## config.mk

```make
export PLATFORM = sky130hd
export DESIGN_NAME = button_click_gesture_detector
export DESIGN_NICKNAME = d
export VERILOG_FILES = /design/src/rtl/bcg_pkg.sv /design/src/rtl/button_click_gesture_detector.sv /design/src/rtl/bcg_cfg.sv /design/src/rtl/bcg_fsm.sv
export SDC_FILE = /design/constraint.sdc
export NUM_CORES = 1
export LEC_CHECK = 0
export ABC_AREA = 1
export ABC_CLOCK_PERIOD_IN_PS = 3500
export BUFFER_PORTS_ARGS = -buffer_cell sky130_fd_sc_hd__buf_4
export CAP_MARGIN = 20
export CORE_UTILIZATION = 56
export DETAILED_ROUTE_END_ITERATION = 7
export PLACE_DENSITY_LB_ADDON = 0.12
export SETUP_SLACK_MARGIN = 0.2
export SLEW_MARGIN = 10
export SYNTH_ARGS = -nofsm -noshare
export SYNTH_HDL_FRONTEND = slang
export SYNTH_SLANG_ARGS = --single-unit
```

## constraint.sdc

```tcl
create_clock -name clk -period 3.5 [get_ports clk]
set_input_delay 0 -clock clk [delete_from_list [all_inputs] [get_ports clk]]
set_output_delay 0 -clock clk [all_outputs]
set_load 0.02 [all_outputs]
```

## src/rtl/bcg_pkg.sv

```systemverilog
// ----------------------------------------------------------------------------
// bcg_pkg: shared types and constants for the button gesture detector
// Holds the one-hot gesture state type, the register index codes, the delay
// bundle and the per-sample step result that travels between modules.
// ----------------------------------------------------------------------------
package bcg_pkg;

  typedef enum logic [9:0] {
    ST_IDLE         = 10'b00_0000_0001,
    ST_DEBOUNCE     = 10'b00_0000_0010,
    ST_PRESSED      = 10'b00_0000_0100,
    ST_CLICK_UP     = 10'b00_0000_1000,
    ST_CLICK_IDLE   = 10'b00_0001_0000,
    ST_SINGLE       = 10'b00_0010_0000,
    ST_DBL_DEBOUNCE = 10'b00_0100_0000,
    ST_DOUBLE       = 10'b00_1000_0000,
    ST_LONG         = 10'b01_0000_0000,
    ST_OTHER_UP     = 10'b10_0000_0000
  } gesture_state_t;

  // Encoded state values as seen on the result port.
  localparam logic [3:0] CODE_IDLE         = 4'd0;
  localparam logic [3:0] CODE_DEBOUNCE     = 4'd1;
  localparam logic [3:0] CODE_PRESSED      = 4'd2;
  localparam logic [3:0] CODE_CLICK_UP     = 4'd3;
  localparam logic [3:0] CODE_CLICK_IDLE   = 4'd4;
  localparam logic [3:0] CODE_SINGLE       = 4'd5;
  localparam logic [3:0] CODE_DBL_DEBOUNCE = 4'd6;
  localparam logic [3:0] CODE_DOUBLE       = 4'd7;
  localparam logic [3:0] CODE_LONG         = 4'd8;
  localparam logic [3:0] CODE_OTHER_UP     = 4'd9;

  // Configuration register indexes.
  localparam logic [1:0] REG_SETTLE_DELAY       = 2'd0;
  localparam logic [1:0] REG_LONG_CLICK_DELAY   = 2'd1;
  localparam logic [1:0] REG_SINGLE_CLICK_DELAY = 2'd2;

  localparam logic [23:0] SETTLE_DELAY_RST       = 24'd20000;
  localparam logic [23:0] LONG_CLICK_DELAY_RST   = 24'd800000;
  localparam logic [23:0] SINGLE_CLICK_DELAY_RST = 24'd300000;

  typedef struct packed {
    logic [23:0] settle_delay;
    logic [23:0] long_click_delay;
    logic [23:0] single_click_delay;
  } delays_t;

  typedef struct packed {
    gesture_state_t state;
    logic           changed;
    logic           click;
    logic           single_click;
    logic           double_click;
    logic           long_click;
    logic           released;
  } step_t;

  function automatic logic [3:0] state_code(input gesture_state_t s);
    logic [3:0] code;
    unique case (s)
      ST_IDLE:         code = CODE_IDLE;
      ST_DEBOUNCE:     code = CODE_DEBOUNCE;
      ST_PRESSED:      code = CODE_PRESSED;
      ST_CLICK_UP:     code = CODE_CLICK_UP;
      ST_CLICK_IDLE:   code = CODE_CLICK_IDLE;
      ST_SINGLE:       code = CODE_SINGLE;
      ST_DBL_DEBOUNCE: code = CODE_DBL_DEBOUNCE;
      ST_DOUBLE:       code = CODE_DOUBLE;
      ST_LONG:         code = CODE_LONG;
      ST_OTHER_UP:     code = CODE_OTHER_UP;
      default:         code = CODE_IDLE;
    endcase
    return code;
  endfunction

endpackage

```

## src/rtl/button_click_gesture_detector.sv

```systemverilog
// ----------------------------------------------------------------------------
// button_click_gesture_detector: debounce and click gesture recognition
// An accepted input beat passes the input register, then the result register.
// Throughput: one beat per cycle unless the result channel stalls; the state
//   loop is one 32-bit subtract, three compares and the next-state table.
// Reset (rst_n, synchronous, active low): state idle, last change time zero,
//   delays at 20000, 800000 and 300000 us, pipeline empty.
// ----------------------------------------------------------------------------
module button_click_gesture_detector
  import bcg_pkg::*;
(
  input  logic        clk,
  input  logic        rst_n,
  // Input channel: one button sample with its timestamp per beat.
  input  logic        in_valid,
  output logic        in_ready,
  input  logic        in_pressed,
  input  logic [31:0] in_time_us,
  // Result channel: state and event flags after each sample.
  output logic        out_valid,
  input  logic        out_ready,
  output logic [3:0]  out_gesture_state,
  output logic        out_changed,
  output logic        out_click,
  output logic        out_single_click,
  output logic        out_double_click,
  output logic        out_long_click,
  output logic        out_released,
  // Configuration write port.
  input  logic        cfg_we,
  input  logic [1:0]  cfg_index,
  input  logic [23:0] cfg_wdata
);

  // The design is two register stages. The input register captures a sample
  // beat. When the result register is free (empty, or being drained in this
  // cycle), the captured sample is run through the gesture logic: the state
  // and last change time update and the result register loads, all at once.
  // Because the state loop closes in that same update, a new sample can
  // follow every cycle while the result register is free.

  delays_t        delays;
  step_t          step;

  logic           s1_valid_r;
  logic           s1_pressed_r;
  logic [31:0]    s1_time_r;

  gesture_state_t state_r;
  gesture_state_t state_nxt;
  logic [31:0]    last_time_r;
  logic [31:0]    last_time_nxt;

  logic           out_valid_r;
  step_t          out_step_r;

  logic           advance;
  logic           process;

  bcg_cfg u_cfg (
    .clk       (clk),
    .rst_n     (rst_n),
    .cfg_we    (cfg_we),
    .cfg_index (cfg_index),
    .cfg_wdata (cfg_wdata),
    .delays    (delays)
  );

  bcg_fsm u_fsm (
    .cur_state (state_r),
    .last_time (last_time_r),
    .pressed   (s1_pressed_r),
    .time_us   (s1_time_r),
    .delays    (delays),
    .step      (step)
  );

  // The result register can take a new beat when it is empty or its beat
  // leaves this cycle; the input register then frees up as well.
  assign advance  = !out_valid_r || out_ready;
  assign process  = s1_valid_r && advance;
  assign in_ready = !s1_valid_r || advance;

  // The change time is recorded only on a real state change, so an idle
  // machine with the button up keeps its old time stamp.
  always_comb begin
    state_nxt     = state_r;
    last_time_nxt = last_time_r;
    if (process && step.changed) begin
      state_nxt     = step.state;
      last_time_nxt = s1_time_r;
    end
  end

  always_ff @(posedge clk) begin
    if (!rst_n) begin
      s1_valid_r  <= 1'b0;
      out_valid_r <= 1'b0;
      state_r     <= ST_IDLE;
      last_time_r <= 32'd0;
    end else begin
      if (in_ready) begin
        s1_valid_r <= in_valid;
      end
      if (advance) begin
        out_valid_r <= s1_valid_r;
      end
      state_r     <= state_nxt;
      last_time_r <= last_time_nxt;
    end
  end

  // Payload registers carry no reset.
  always_ff @(posedge clk) begin
    if (in_ready && in_valid) begin
      s1_pressed_r <= in_pressed;
      s1_time_r    <= in_time_us;
    end
    if (process) begin
      out_step_r <= step;
    end
  end

  assign out_valid         = out_valid_r;
  assign out_gesture_state = state_code(out_step_r.state);
  assign out_changed       = out_step_r.changed;
  assign out_click         = out_step_r.click;
  assign out_single_click  = out_step_r.single_click;
  assign out_double_click  = out_step_r.double_click;
  assign out_long_click    = out_step_r.long_click;
  assign out_released      = out_step_r.released;

endmodule

```

## src/rtl/bcg_cfg.sv

```systemverilog
// ----------------------------------------------------------------------------
// bcg_cfg: delay configuration registers
// Decodes writes on the configuration port into the three delay registers.
// ----------------------------------------------------------------------------
module bcg_cfg
  import bcg_pkg::*;
(
  input  logic        clk,
  input  logic        rst_n,
  input  logic        cfg_we,
  input  logic [1:0]  cfg_index,
  input  logic [23:0] cfg_wdata,
  output delays_t     delays
);

  delays_t delays_r;
  delays_t delays_nxt;

  always_comb begin
    delays_nxt = delays_r;
    if (cfg_we) begin
      unique case (cfg_index)
        REG_SETTLE_DELAY:       delays_nxt.settle_delay       = cfg_wdata;
        REG_LONG_CLICK_DELAY:   delays_nxt.long_click_delay   = cfg_wdata;
        REG_SINGLE_CLICK_DELAY: delays_nxt.single_click_delay = cfg_wdata;
        default:                delays_nxt = delays_r;
      endcase
    end
  end

  always_ff @(posedge clk) begin
    if (!rst_n) begin
      delays_r.settle_delay       <= SETTLE_DELAY_RST;
      delays_r.long_click_delay   <= LONG_CLICK_DELAY_RST;
      delays_r.single_click_delay <= SINGLE_CLICK_DELAY_RST;
    end else begin
      delays_r <= delays_nxt;
    end
  end

  assign delays = delays_r;

endmodule

```

## src/rtl/bcg_fsm.sv

```systemverilog
// ----------------------------------------------------------------------------
// bcg_fsm: gesture next-state and event logic
// Computes elapsed time since the last change, compares it with the delays
// and produces the next state together with the event flags of one sample.
// ----------------------------------------------------------------------------
module bcg_fsm
  import bcg_pkg::*;
(
  input  gesture_state_t cur_state,
  input  logic [31:0]    last_time,
  input  logic           pressed,
  input  logic [31:0]    time_us,
  input  delays_t        delays,
  output step_t          step
);

  logic [31:0]    elapsed;
  logic           deb_hit;
  logic           long_hit;
  logic           single_hit;
  gesture_state_t nxt;

  // Elapsed time is signed; a negative value reaches no delay.
  assign elapsed    = time_us - last_time;
  assign deb_hit    = !elapsed[31] && (elapsed[30:0] >= {7'd0, delays.settle_delay});
  assign long_hit   = !elapsed[31] && (elapsed[30:0] >= {7'd0, delays.long_click_delay});
  assign single_hit = !elapsed[31] && (elapsed[30:0] >= {7'd0, delays.single_click_delay});

  always_comb begin
    unique case (cur_state)
      ST_IDLE:         nxt = pressed ? ST_DEBOUNCE : ST_IDLE;
      ST_DEBOUNCE:     nxt = !pressed ? ST_IDLE : (deb_hit ? ST_PRESSED : ST_DEBOUNCE);
      ST_PRESSED:      nxt = !pressed ? ST_CLICK_UP : (long_hit ? ST_LONG : ST_PRESSED);
      ST_CLICK_UP:     nxt = ST_CLICK_IDLE;
      ST_CLICK_IDLE:   nxt = pressed ? ST_DBL_DEBOUNCE
                                     : (single_hit ? ST_SINGLE : ST_CLICK_IDLE);
      ST_SINGLE:       nxt = ST_IDLE;
      ST_DBL_DEBOUNCE: nxt = !pressed ? ST_CLICK_IDLE
                                      : (deb_hit ? ST_DOUBLE : ST_DBL_DEBOUNCE);
      ST_DOUBLE:       nxt = pressed ? ST_DOUBLE : ST_OTHER_UP;
      ST_LONG:         nxt = pressed ? ST_LONG : ST_OTHER_UP;
      ST_OTHER_UP:     nxt = ST_IDLE;
      default:         nxt = ST_IDLE;
    endcase
  end

  always_comb begin
    step.state        = nxt;
    step.changed      = (nxt != cur_state);
    step.click        = step.changed && (nxt == ST_PRESSED || nxt == ST_DOUBLE);
    step.single_click = step.changed && (nxt == ST_SINGLE);
    step.double_click = step.changed && (nxt == ST_DOUBLE);
    step.long_click   = step.changed && (nxt == ST_LONG);
    step.released     = step.changed && (nxt == ST_CLICK_UP || nxt == ST_OTHER_UP);
  end

endmodule

```

==> results.md, run 1 <==
- Hpwl dp: 22.35 mm
- Root buffer cell: clkbuf_16
- Die Y: 140.3 um
- Setup crit end kind: flip-flop
- Most frequent cells after synthesis: nand2_1, inv_1, a21oi_1
- Max-Cap Viols: 0
- Diodes inserted: 0
- Drt pass-1 iters: 7
- Worst Setup Slack, final: -1056 ps
- P_leak: 7.292 nW
- GRT Util Overall: 0.3368
- Gp weighted congestion: 0.9756
- Startpoint types: flip-flop
- Yosys top cell area share: 0.2169
- Drt wl/cell: 17.02 um
- Setup TNS: -48730 ps
- Post-synth cell types: 41
- CP Data Required Time: 3890 ps
- Routed wire length: 35.51 mm
- Slowest-stage cell, CP: edfxtp_1
- Fin nets: 2007
- Fill count: 1120
- Pins over their slew limit: 0
- R2R setup slack: -1060 ps
- Vias per inst: 5.558
- Area after DPL: 12810 sq um
- Clock buffer depth: 2
- Hold EP: u_cfg.delays[36]$_SDFFE_PN1P_
- Multi-input logic area: 6809 sq um
- Failing checks: setup timing
- RR Startpoint: s1_time_r[12]$_DFFE_PP_
- Synth Area in XOR/XNOR: 0.02034
- Power Dens Cells: 570.6 nW/um^2
- Final instance area: 15610 sq um
- First-pass GRT wire length: 52.10 mm
- Multiplexer share of the synthesized area: 0
- Synth-to-Final Area Change: 45.77%
- Largest net degree at the start of global routing: 116
- Synth area leader: dfxtp_1
- Cell area after synthesis: 10710 sq um
- Vias in the first global route: 10990
- Clock transition at path regs: 80 ps
- Via count: 11590
- Reg2reg end: last_time_r[10]$_SDFFE_PN0P_
- Top cells by area, synth: dfxtp_1, edfxtp_1, ha_1
- Clock Sinks: 165
- Compound-Gate Fraction of Synth Area: 0.1332
- Layout cells sized above 1: 0.2981
- Top-count cell post-synth: nand2_1
- Largest family of logic cells by synthesized area: simple AND/OR/NAND/NOR gates
- Slowest stage delay, CP: 430 ps
- Max FO, Critical Path: 19
- Syn_area_per_cell: 7.156 sq um
- Simple-gate area share of the yosys netlist: 0.2633
- Num ports: 76
- Seq/Total Area, Yosys: 0.3544
- Synth warn: 0
- Main synth FF type: dfxtp_1
- Core area: 18710 sq um
- Hold_sp: rst_n
- Die ar.: 19670 sq um
- Fin crit period: 4556 ps
- Grt ovf: 0
- Crit path kind: reg -> reg
- Post-synthesis adder-cell area fraction: 0.1223
- Drt drc: 0
- H-tree depth: 4
- Slew @ Worst Pin: 1041 ps
- Critical Path AT: 4940 ps
- RSZ-0062 raised after global routing: true
- Status: finished, violations left
- Initial antenna violation count: 0
- FF+latch count, synth: 165
- Syn nets: 1664
- Hold Path Stages: 2
- Final hold violation count: 0
- FF/Latch Area: 3794 sq um
- Hold WC Path Type: in -> reg
- Most common cell on crit path: nand2_1
- I/O Buffers: 75
- TritonCTS buffer count: 17
- Worst vdd rail ir drop: 416.0 uV
- Path depth of the worst reg2reg path: 33
- Max frequency: 0.2195 GHz
- Fin Hold WS: 8.540 ps
- Skew final: 15.92 ps
- Async S/R FF share, synth: 0
- Initial core utilization: 0.5723
- TritonCTS clock tree: done
- Post-route ant nets: 0
- 1st-iter DRT viols: 789
- Clk Latency, worst-skew pair: 450 ps
- EDFF count, synth: 49
- Final setup fails: 54
- Site row count: 50
- Period utilisation layout: 1.302
- Chip width: 140.3 um
- Rel. slew slack: 0.3051
- Mapped Cells: 1496
==> power breakdown <==
part / switching (mW) / leakage [nW] / internal (mW)
registers: 0.0950 / 1.43 / 2.12
logic: 2.51 / 5.57 / 2.20
clock network: 0.925 / 0.298 / 1.06
total: 3.53 / 7.29 / 5.38
==> how the worst max path moves through the flow <==
stage | startpoint | end | cells after the start | slack [ps]
floorplan | s1_time_r[0]$_DFFE_PP_ | last_time_r[0]$_SDFFE_PN0P_ | 29 | -220
global placement | s1_time_r[0]$_DFFE_PP_ | state_r[3]$_SDFFE_PN0P_ | 31 | -820
detailed placement | s1_time_r[8]$_DFFE_PP_ | state_r[5]$_SDFFE_PN0P_ | 33 | -880
CTS | s1_time_r[0]$_DFFE_PP_ | last_time_r[29]$_SDFFE_PN0P_ | 31 | -720
global route | last_time_r[12]$_SDFFE_PN0P_ | last_time_r[5]$_SDFFE_PN0P_ | 34 | -1250
finish | s1_time_r[12]$_DFFE_PP_ | last_time_r[10]$_SDFFE_PN0P_ | 33 | -1060
==> layout by cell type, fill, tap and decap left out, drive strengths merged, types with 2 or more instances in the layout <==
cell	n
xor2	12
a31oi	7
a41oi	2
and2	2
clkinv	2
and3	2
o21ai	79
o21bai	5
edfxtp	49
o211ai	19
dfxtp	116
nor4	8
nor3	20
inv	257
buf	307
ha	103
or2	3
dlygate4sd3	60
nand4	25
xnor2	12
nand2	341
nand3b	31
nand3	61
nor2	150
a21oi	152
clkbuf	19
==> stage by stage <==
step                      power [mW]  cells    util  setup slack, ps
final                          8.905   2086  0.8342            -1056
after global routing           9.365   2086  0.8342            -1250
after CTS                      8.238   2066  0.7976           -719.9
after detailed placement       5.671   1942  0.6847           -880.2
after global placement         5.621   1942  0.6847           -819.4
after floorplan                4.253   1496       -           -217.7
==> flip-flops by register name, indices dropped and copies added (netlist names), 10 cells and up <==
| name | flops |
|---|---|
| last_time_r | 32 |
| state_r | 10 |
| u_cfg.delays | 72 |
| s1_time_r | 32 |
| out_step_r | 10 |
==> per-layer routing <==
layer | up-vias | global-route usage | part of all wire
li1 | 5574 | - | -
met1 | 5416 | 0.3868 | 0.40
met4 | 0 | 0.1417 | 0.044
met2 | 484 | 0.6155 | 0.50
met3 | 120 | 0.05744 | 0.058
met5 | - | 0 | 0
==> final cells by class <==
type | count | area share
Clock buffer | 18 | 0.02886
Clock inverter | 14 | 0.009702
Inverter | 247 | 0.05941
Multi-Input combinational cell | 1039 | 0.4363
Sequential cell | 165 | 0.2431
Tap cell | 234 | 0.01876
Timing Repair Buffer | 369 | 0.2038
==> worst max-delay path, delay by kind of cell, from the launching register on <==
family / cells / cell delay (ps)
flops: 1 / 430
xor+xnor: 1 / 140
fa+ha+maj: 2 / 480
buf+inv: 6 / 900
simple gates: 20 / 1870
compound gates: 4 / 630
==> cell families (layout without fill, tap and decap cells) <==
kind of cell	after synthesis	count (layout)
and+or+nand+nor	644	644
xor gates and xnor gates	24	24
AOI/OAI and AO/OA	267	267
adders and majority gates	104	104
DFF	165	165
buffers and inverters	292	648
==> what timing repair did <==
action / in CTS / in global routing
setup buffers: 29 / 16
hold endpoints to repair: 107 / 0
endpoints found under the setup margin: 54 / 54
resized for setup: 110 / 104
pin swaps: 43 / 65
hold buffers: 60 / 0
gates cloned: 3 / 1
No activity file was read; power rests on OpenSTA's default activity.
==> run 2: changes to the inputs <==
Settings changed: CORE_MARGIN set to 2.
==> run 2 against run 1 <==
  * The run still ends with setup timing left
  * Critical path type unchanged
  * Non-clock buffer count decreased by 1
  * Clock power decreased by 5%
  * Via count decreased by 1.7%
  * Critical path depth decreased by 3
  * Combinational power about the same
  * Highest routed layer unchanged
  * Utilization decreased by 0.96 points
  * Flip-flop and latch count unchanged
==> results.md, run 2 (synthesis gave the netlist of run 1 again) <==
- Largest net degree at the start of global routing: 116
- Power Dens Cells: 569.7 nW/um^2
- Vias per inst: 5.465
- Area after DPL: 12870 sq um
- Largest register FFs: 72
- Core area: 18710 sq um
- Post-route ant nets: 0
- Hpwl dp: 22.15 mm
- Slowest stage delay, CP: 470 ps
- Clock network fraction of design power: 0.214
- Slowest-stage cell, CP: edfxtp_1
- Most frequent cells in the layout: nand2_1, buf_4, inv_1, nor2_1, a21oi_1
- Num ports: 76
- Fin nets: 2006
- DP Worst Slack: -1091 ps
- First-pass GRT wire length: 52.45 mm
- Drt drc: 0
- Clock Sinks: 165
- RR Startpoint: s1_time_r[8]$_DFFE_PP_
- Clock transition at path regs: 70 ps
- Hold_sp: rst_n
- Seq pwr share: 0.253
- Final hold violation count: 0
- Status: finished, violations left
- Max frequency: 0.2220 GHz
- Final setup fails: 54
- Final cell count without fillers: 2085
- RSZ-0062 raised after global routing: true
- Setup TNS: -46660 ps
- 1st-iter DRT viols: 836
- Period utilisation layout: 1.287
- Rel. slew slack: 0.3566
- Most common cell after layout, fill and taps aside: nand2_1
- Skew final: 16.33 ps
- Failing checks: setup timing
- I/O Buffers: 75
- Pins over their slew limit: 0
- Site row count: 50
- Clk Latency, worst-skew pair: 440 ps
- Setup crit end kind: flip-flop
- Startpoint types: flip-flop
- H-tree depth: 4
- Worst Setup Slack, final: -1005 ps
- TritonCTS buffer count: 17
- Net Sw Power: 3.413 mW
- Drt wl/cell: 16.56 um
- Initial antenna violation count: 0
- Routed wire length: 34.52 mm
- Gp weighted congestion: 0.9273
- Die ar.: 20240 sq um
- Most common cell on crit path: nand2_2
- Gate power share: 0.533
- Int Pwr: 5.375 mW
- Synth-to-Final Area Change: 44.10%
- Root buffer cell: clkbuf_16
- Worst vdd rail ir drop: 422.8 uV
- Clock buffer depth: 2
- Critical Path AT: 4830 ps
- Max FO, Critical Path: 8
- Fin crit period: 4505 ps
- Initial core utilization: 0.5723
- Inst Count DP: 1954
- Slew @ Worst Pin: 964.0 ps
- TritonCTS clock tree: done
- GRT Util Overall: 0.3279
- Via count: 11390
- Max-Cap Viols: 0
- Crit path from: s1_time_r[8]$_DFFE_PP_
- Final instance area: 15430 sq um
- Die Y: 142.3 um
- Hold WC Path Type: in -> reg
- Sw frac: 0.3884
- CP Data Required Time: 3820 ps
- P_leak: 7.246 nW
- Crit path kind: reg -> reg
- Drt pass-1 iters: 6
- Vias in the first global route: 10980
- Chip width: 142.3 um
- Diodes inserted: 0
- Grt ovf: 0
- Layout cells sized above 1: 0.2755
- Post-Route Utilization: 0.8247
[run 2: critical path, delay by kind of cell, from the launching register on]
family                   cells  cell delay (ps)
AO/OA/AOI/OAI                4              550
XOR/XNOR                     1              280
adder cells (fa/ha/maj)      2              600
buffers and inverters        5              680
flip-flops                   1              470
AND/OR/NAND/NOR             18             1760
[run 2: routing by layer]
layer	track usage	part of all wire	vias up	routed length [um]
li1	-	-	5582	-
met1	0.3867	0.41	5282	14150
met2	0.5861	0.49	402	16940
met3	0.04341	0.050	128	1743
met4	0.1621	0.049	0	1688
met5	0	0	-	0
[run 2: final timing paths]
kind | endpoint | slack (ps) | cells after the start
setup reg to reg | last_time_r[7]$_SDFFE_PN0P_ | -1010 | 30
setup / recovery | last_time_r[7]$_SDFFE_PN0P_ | -1010 | 30
hold reg to reg | u_cfg.delays[49]$_SDFFE_PN0P_ | 460 | 2
hold / removal | state_r[0]$_SDFFE_PN1P_ | 50 | 2
[run 2: final cells by class]
cell class,instances,area [sq um]
Tap cell,234,292.8
Inverter,247,927.1
Clock buffer,19,442.9
Sequential cell,165,3794
Timing Repair Buffer,368,3158
Fill cell,1194,3279
Clock inverter,13,138.9
Multi-Input combinational cell,1039,6673
[run 2: repair_timing]
item / CTS / global route
buffers inserted: 24 / 6
endpoints found under the hold margin: 107 / 0
gates cloned: 4 / 3
hold buffers: 60 / 0
pin swaps: 33 / 14
gates resized for setup: 117 / 46
endpoints found under the setup margin: 54 / 54
[run 2: metrics by stage]
stage | hold WS [ps] | power (mW)
5_1_grt | 85.90 | 9.256
3_5_place_dp | 179.3 | 5.723
3_3_place_gp | 178.1 | 5.649
6_report | 51.97 | 8.788
4_1_cts | 58.88 | 8.320
2_1_floorplan | 98.87 | 4.253
[run 2: power groups by stage]
stage	registers, mW	clock network [mW]	logic, mW
5_1_grt	2.24	1.96	5.05
3_3_place_gp	2.25	0	3.40
2_1_floorplan	2.23	0	2.02
6_report	2.23	1.88	4.68
4_1_cts	2.22	1.89	4.21
3_5_place_dp	2.26	0	3.47
==> run 3: changes to the inputs <==
Settings changed: ABC_CLOCK_PERIOD_IN_PS 3500 to 5300, CORE_UTILIZATION 56 to 65.
Clock period 3.5 ns to 5.3 ns, I/O delays scaled along.
==> run 3 against run 2 <==
  * The run now ends clean
  * Sequential power is 35% lower
  * Global-route usage is 0.45 points higher
  * Largest power group unchanged
  * Highest routed layer unchanged
  * Cell area fell by 18%
==> results.md, run 3 (synthesis gave the netlist of run 1 again) <==
- Hold WC Path Type: in -> reg
- Hpwl dp: 20.65 mm
- Path depth of the worst reg2reg path: 33
- Via count: 10330
- RSZ-0062 raised after global routing: false
- Clock buffer depth: 2
- Slew @ Worst Pin: 998.6 ps
- Initial antenna violation count: 0
- Skew final: 10.74 ps
- H-tree depth: 4
- GRT Util Overall: 0.3324
- Die Y: 132.3 um
- Max-Cap Viols: 0
- Diodes inserted: 0
- Hold_sp: cfg_index[1]
- TritonCTS buffer count: 17
- RR Startpoint: s1_time_r[0]$_DFFE_PP_
- Drt pass-1 iters: 8
- Power Dens Cells: 360.7 nW/um^2
- Fin crit period: 4661 ps
- Most common cell after layout, fill and taps aside: nand2_1
- Setup bufs post-CTS: 0
- Drt drc: 0
- Routed wire length: 28.83 mm
- Root buffer cell: clkbuf_16
- Setup crit end kind: flip-flop
- Vias per inst: 5.606
- Critical Path AT: 4990 ps
- Fin nets: 1782
- Status: completed
- Num ports: 76
- Rel. slew slack: 0.3335
- Max FO, Critical Path: 70
- Clk Latency, worst-skew pair: 440 ps
- Grt ovf: 0
- CP Data Required Time: 5630 ps
- Post-Route Utilization: 0.7894
- Post-route ant nets: 0
- Die ar.: 17510 sq um
- Crit path kind: reg -> reg
- Largest register FFs: 72
- Overall power: 4.557 mW
- Slowest stage delay, CP: 440 ps
- Period utilisation layout: 0.8795
- First-pass GRT wire length: 47.08 mm
- Pins over their slew limit: 0
- Layout cells sized above 1: 0.09834
- Initial core utilization: 0.6691
- Most common cell on crit path: nand2_1
- I/O Buffers: 75
- Max frequency: 0.2145 GHz
- Worst vdd rail ir drop: 256.0 uV
- Final hold violation count: 0
- Most frequent cells in the layout: nand2_1, inv_1, a21oi_1, nor2_1, dfxtp_1
- Clock transition at path regs: 70 ps
- Drt wl/cell: 15.64 um
- Core area: 16000 sq um
- Synth-to-Final Area Change: 17.99%
- P_leak: 5.933 nW
- Chip width: 132.3 um
- Hold Path Stages: 4
- Vias in the first global route: 10030
- Final setup fails: 0
- Clock Sinks: 165
- 1st-iter DRT viols: 794
- Site row count: 46
- Gp weighted congestion: 1.006
- Slowest-stage cell, CP: fa_1
- TritonCTS clock tree: done
- Setup TNS: 0 ps
- Largest net degree at the start of global routing: 116
- Startpoint types: flip-flop
- Crit path from: s1_time_r[0]$_DFFE_PP_
[run 3: changes by cell type in the layout (fill, tap and decap cells not counted), sizes merged]
cell,previous run,this run
bufbuf,1,0
inv,254,255
buf,304,84
clkinvlp,1,0
clkbuf,22,19
[run 3: layer usage]
metal / vias to the layer above / GRT usage / wire, um / share of wire
met2: 389 / 0.5803 / 14100 / 0.49
li1: 5124 / - / - / -
met5: - / 0 / 0 / 0
met1: 4718 / 0.4005 / 11980 / 0.42
met3: 100 / 0.06151 / 1738 / 0.060
met4: 0 / 0.1434 / 1013 / 0.035
[run 3: through the flow]
step	cells	setup slack, ps	hold WS (ps)	cell area, sq um
2_1_floorplan	1496	1508	98.87	10710
3_3_place_gp	1750	803.5	177.7	11410
4_1_cts	1842	635.6	57.18	12600
6_report	1843	638.6	77.38	12630
5_1_grt	1843	215.9	106.6	12630
3_5_place_dp	1750	668.3	179.3	11410
[run 3: final cells by class]
cell class	instances	area [sq um]
inverter	247	927.1
timing repair buffer	144	1256
fill	1165	3369
clock inverter	13	132.6
clock buffer	19	452.9
tap	216	270.3
sequential	165	3794
multi-input combinational	1039	5798
[run 3: report_power, final]
part	total [mW]	internal [mW]	switching, mW
Clock	1.24	0.686	0.554
Combinational	1.85	0.664	1.19
Sequential	1.46	1.40	0.0603
[run 3: timing repair]
| item | 4_1_cts | 5_1_grt |
|---|---|---|
| hold buffers | 60 | 0 |
| gates resized for setup | 0 | 2 |
| endpoints found under the hold margin | 107 | 0 |
| setup endpoints to repair | 0 | 7 |
[run 3: final timing paths]
check / to / slack, ps
hold reg to reg: u_cfg.delays[20]$_SDFFE_PN0P_ / 460
setup reg to reg: state_r[5]$_SDFFE_PN0P_ / 640
setup / recovery: state_r[5]$_SDFFE_PN0P_ / 640
hold / removal: u_cfg.delays[34]$_SDFFE_PN1P_ / 80
[run 3: worst max-delay path: cells and delay by family, from the launching register on]
kind / cells / cell delay [ps]
AOI/OAI and AO/OA: 2 / 200
xor gates and xnor gates: 1 / 400
adders and majority gates: 3 / 1020
buffers and inverters: 4 / 470
DFF: 1 / 330
and+or+nand+nor: 23 / 2110
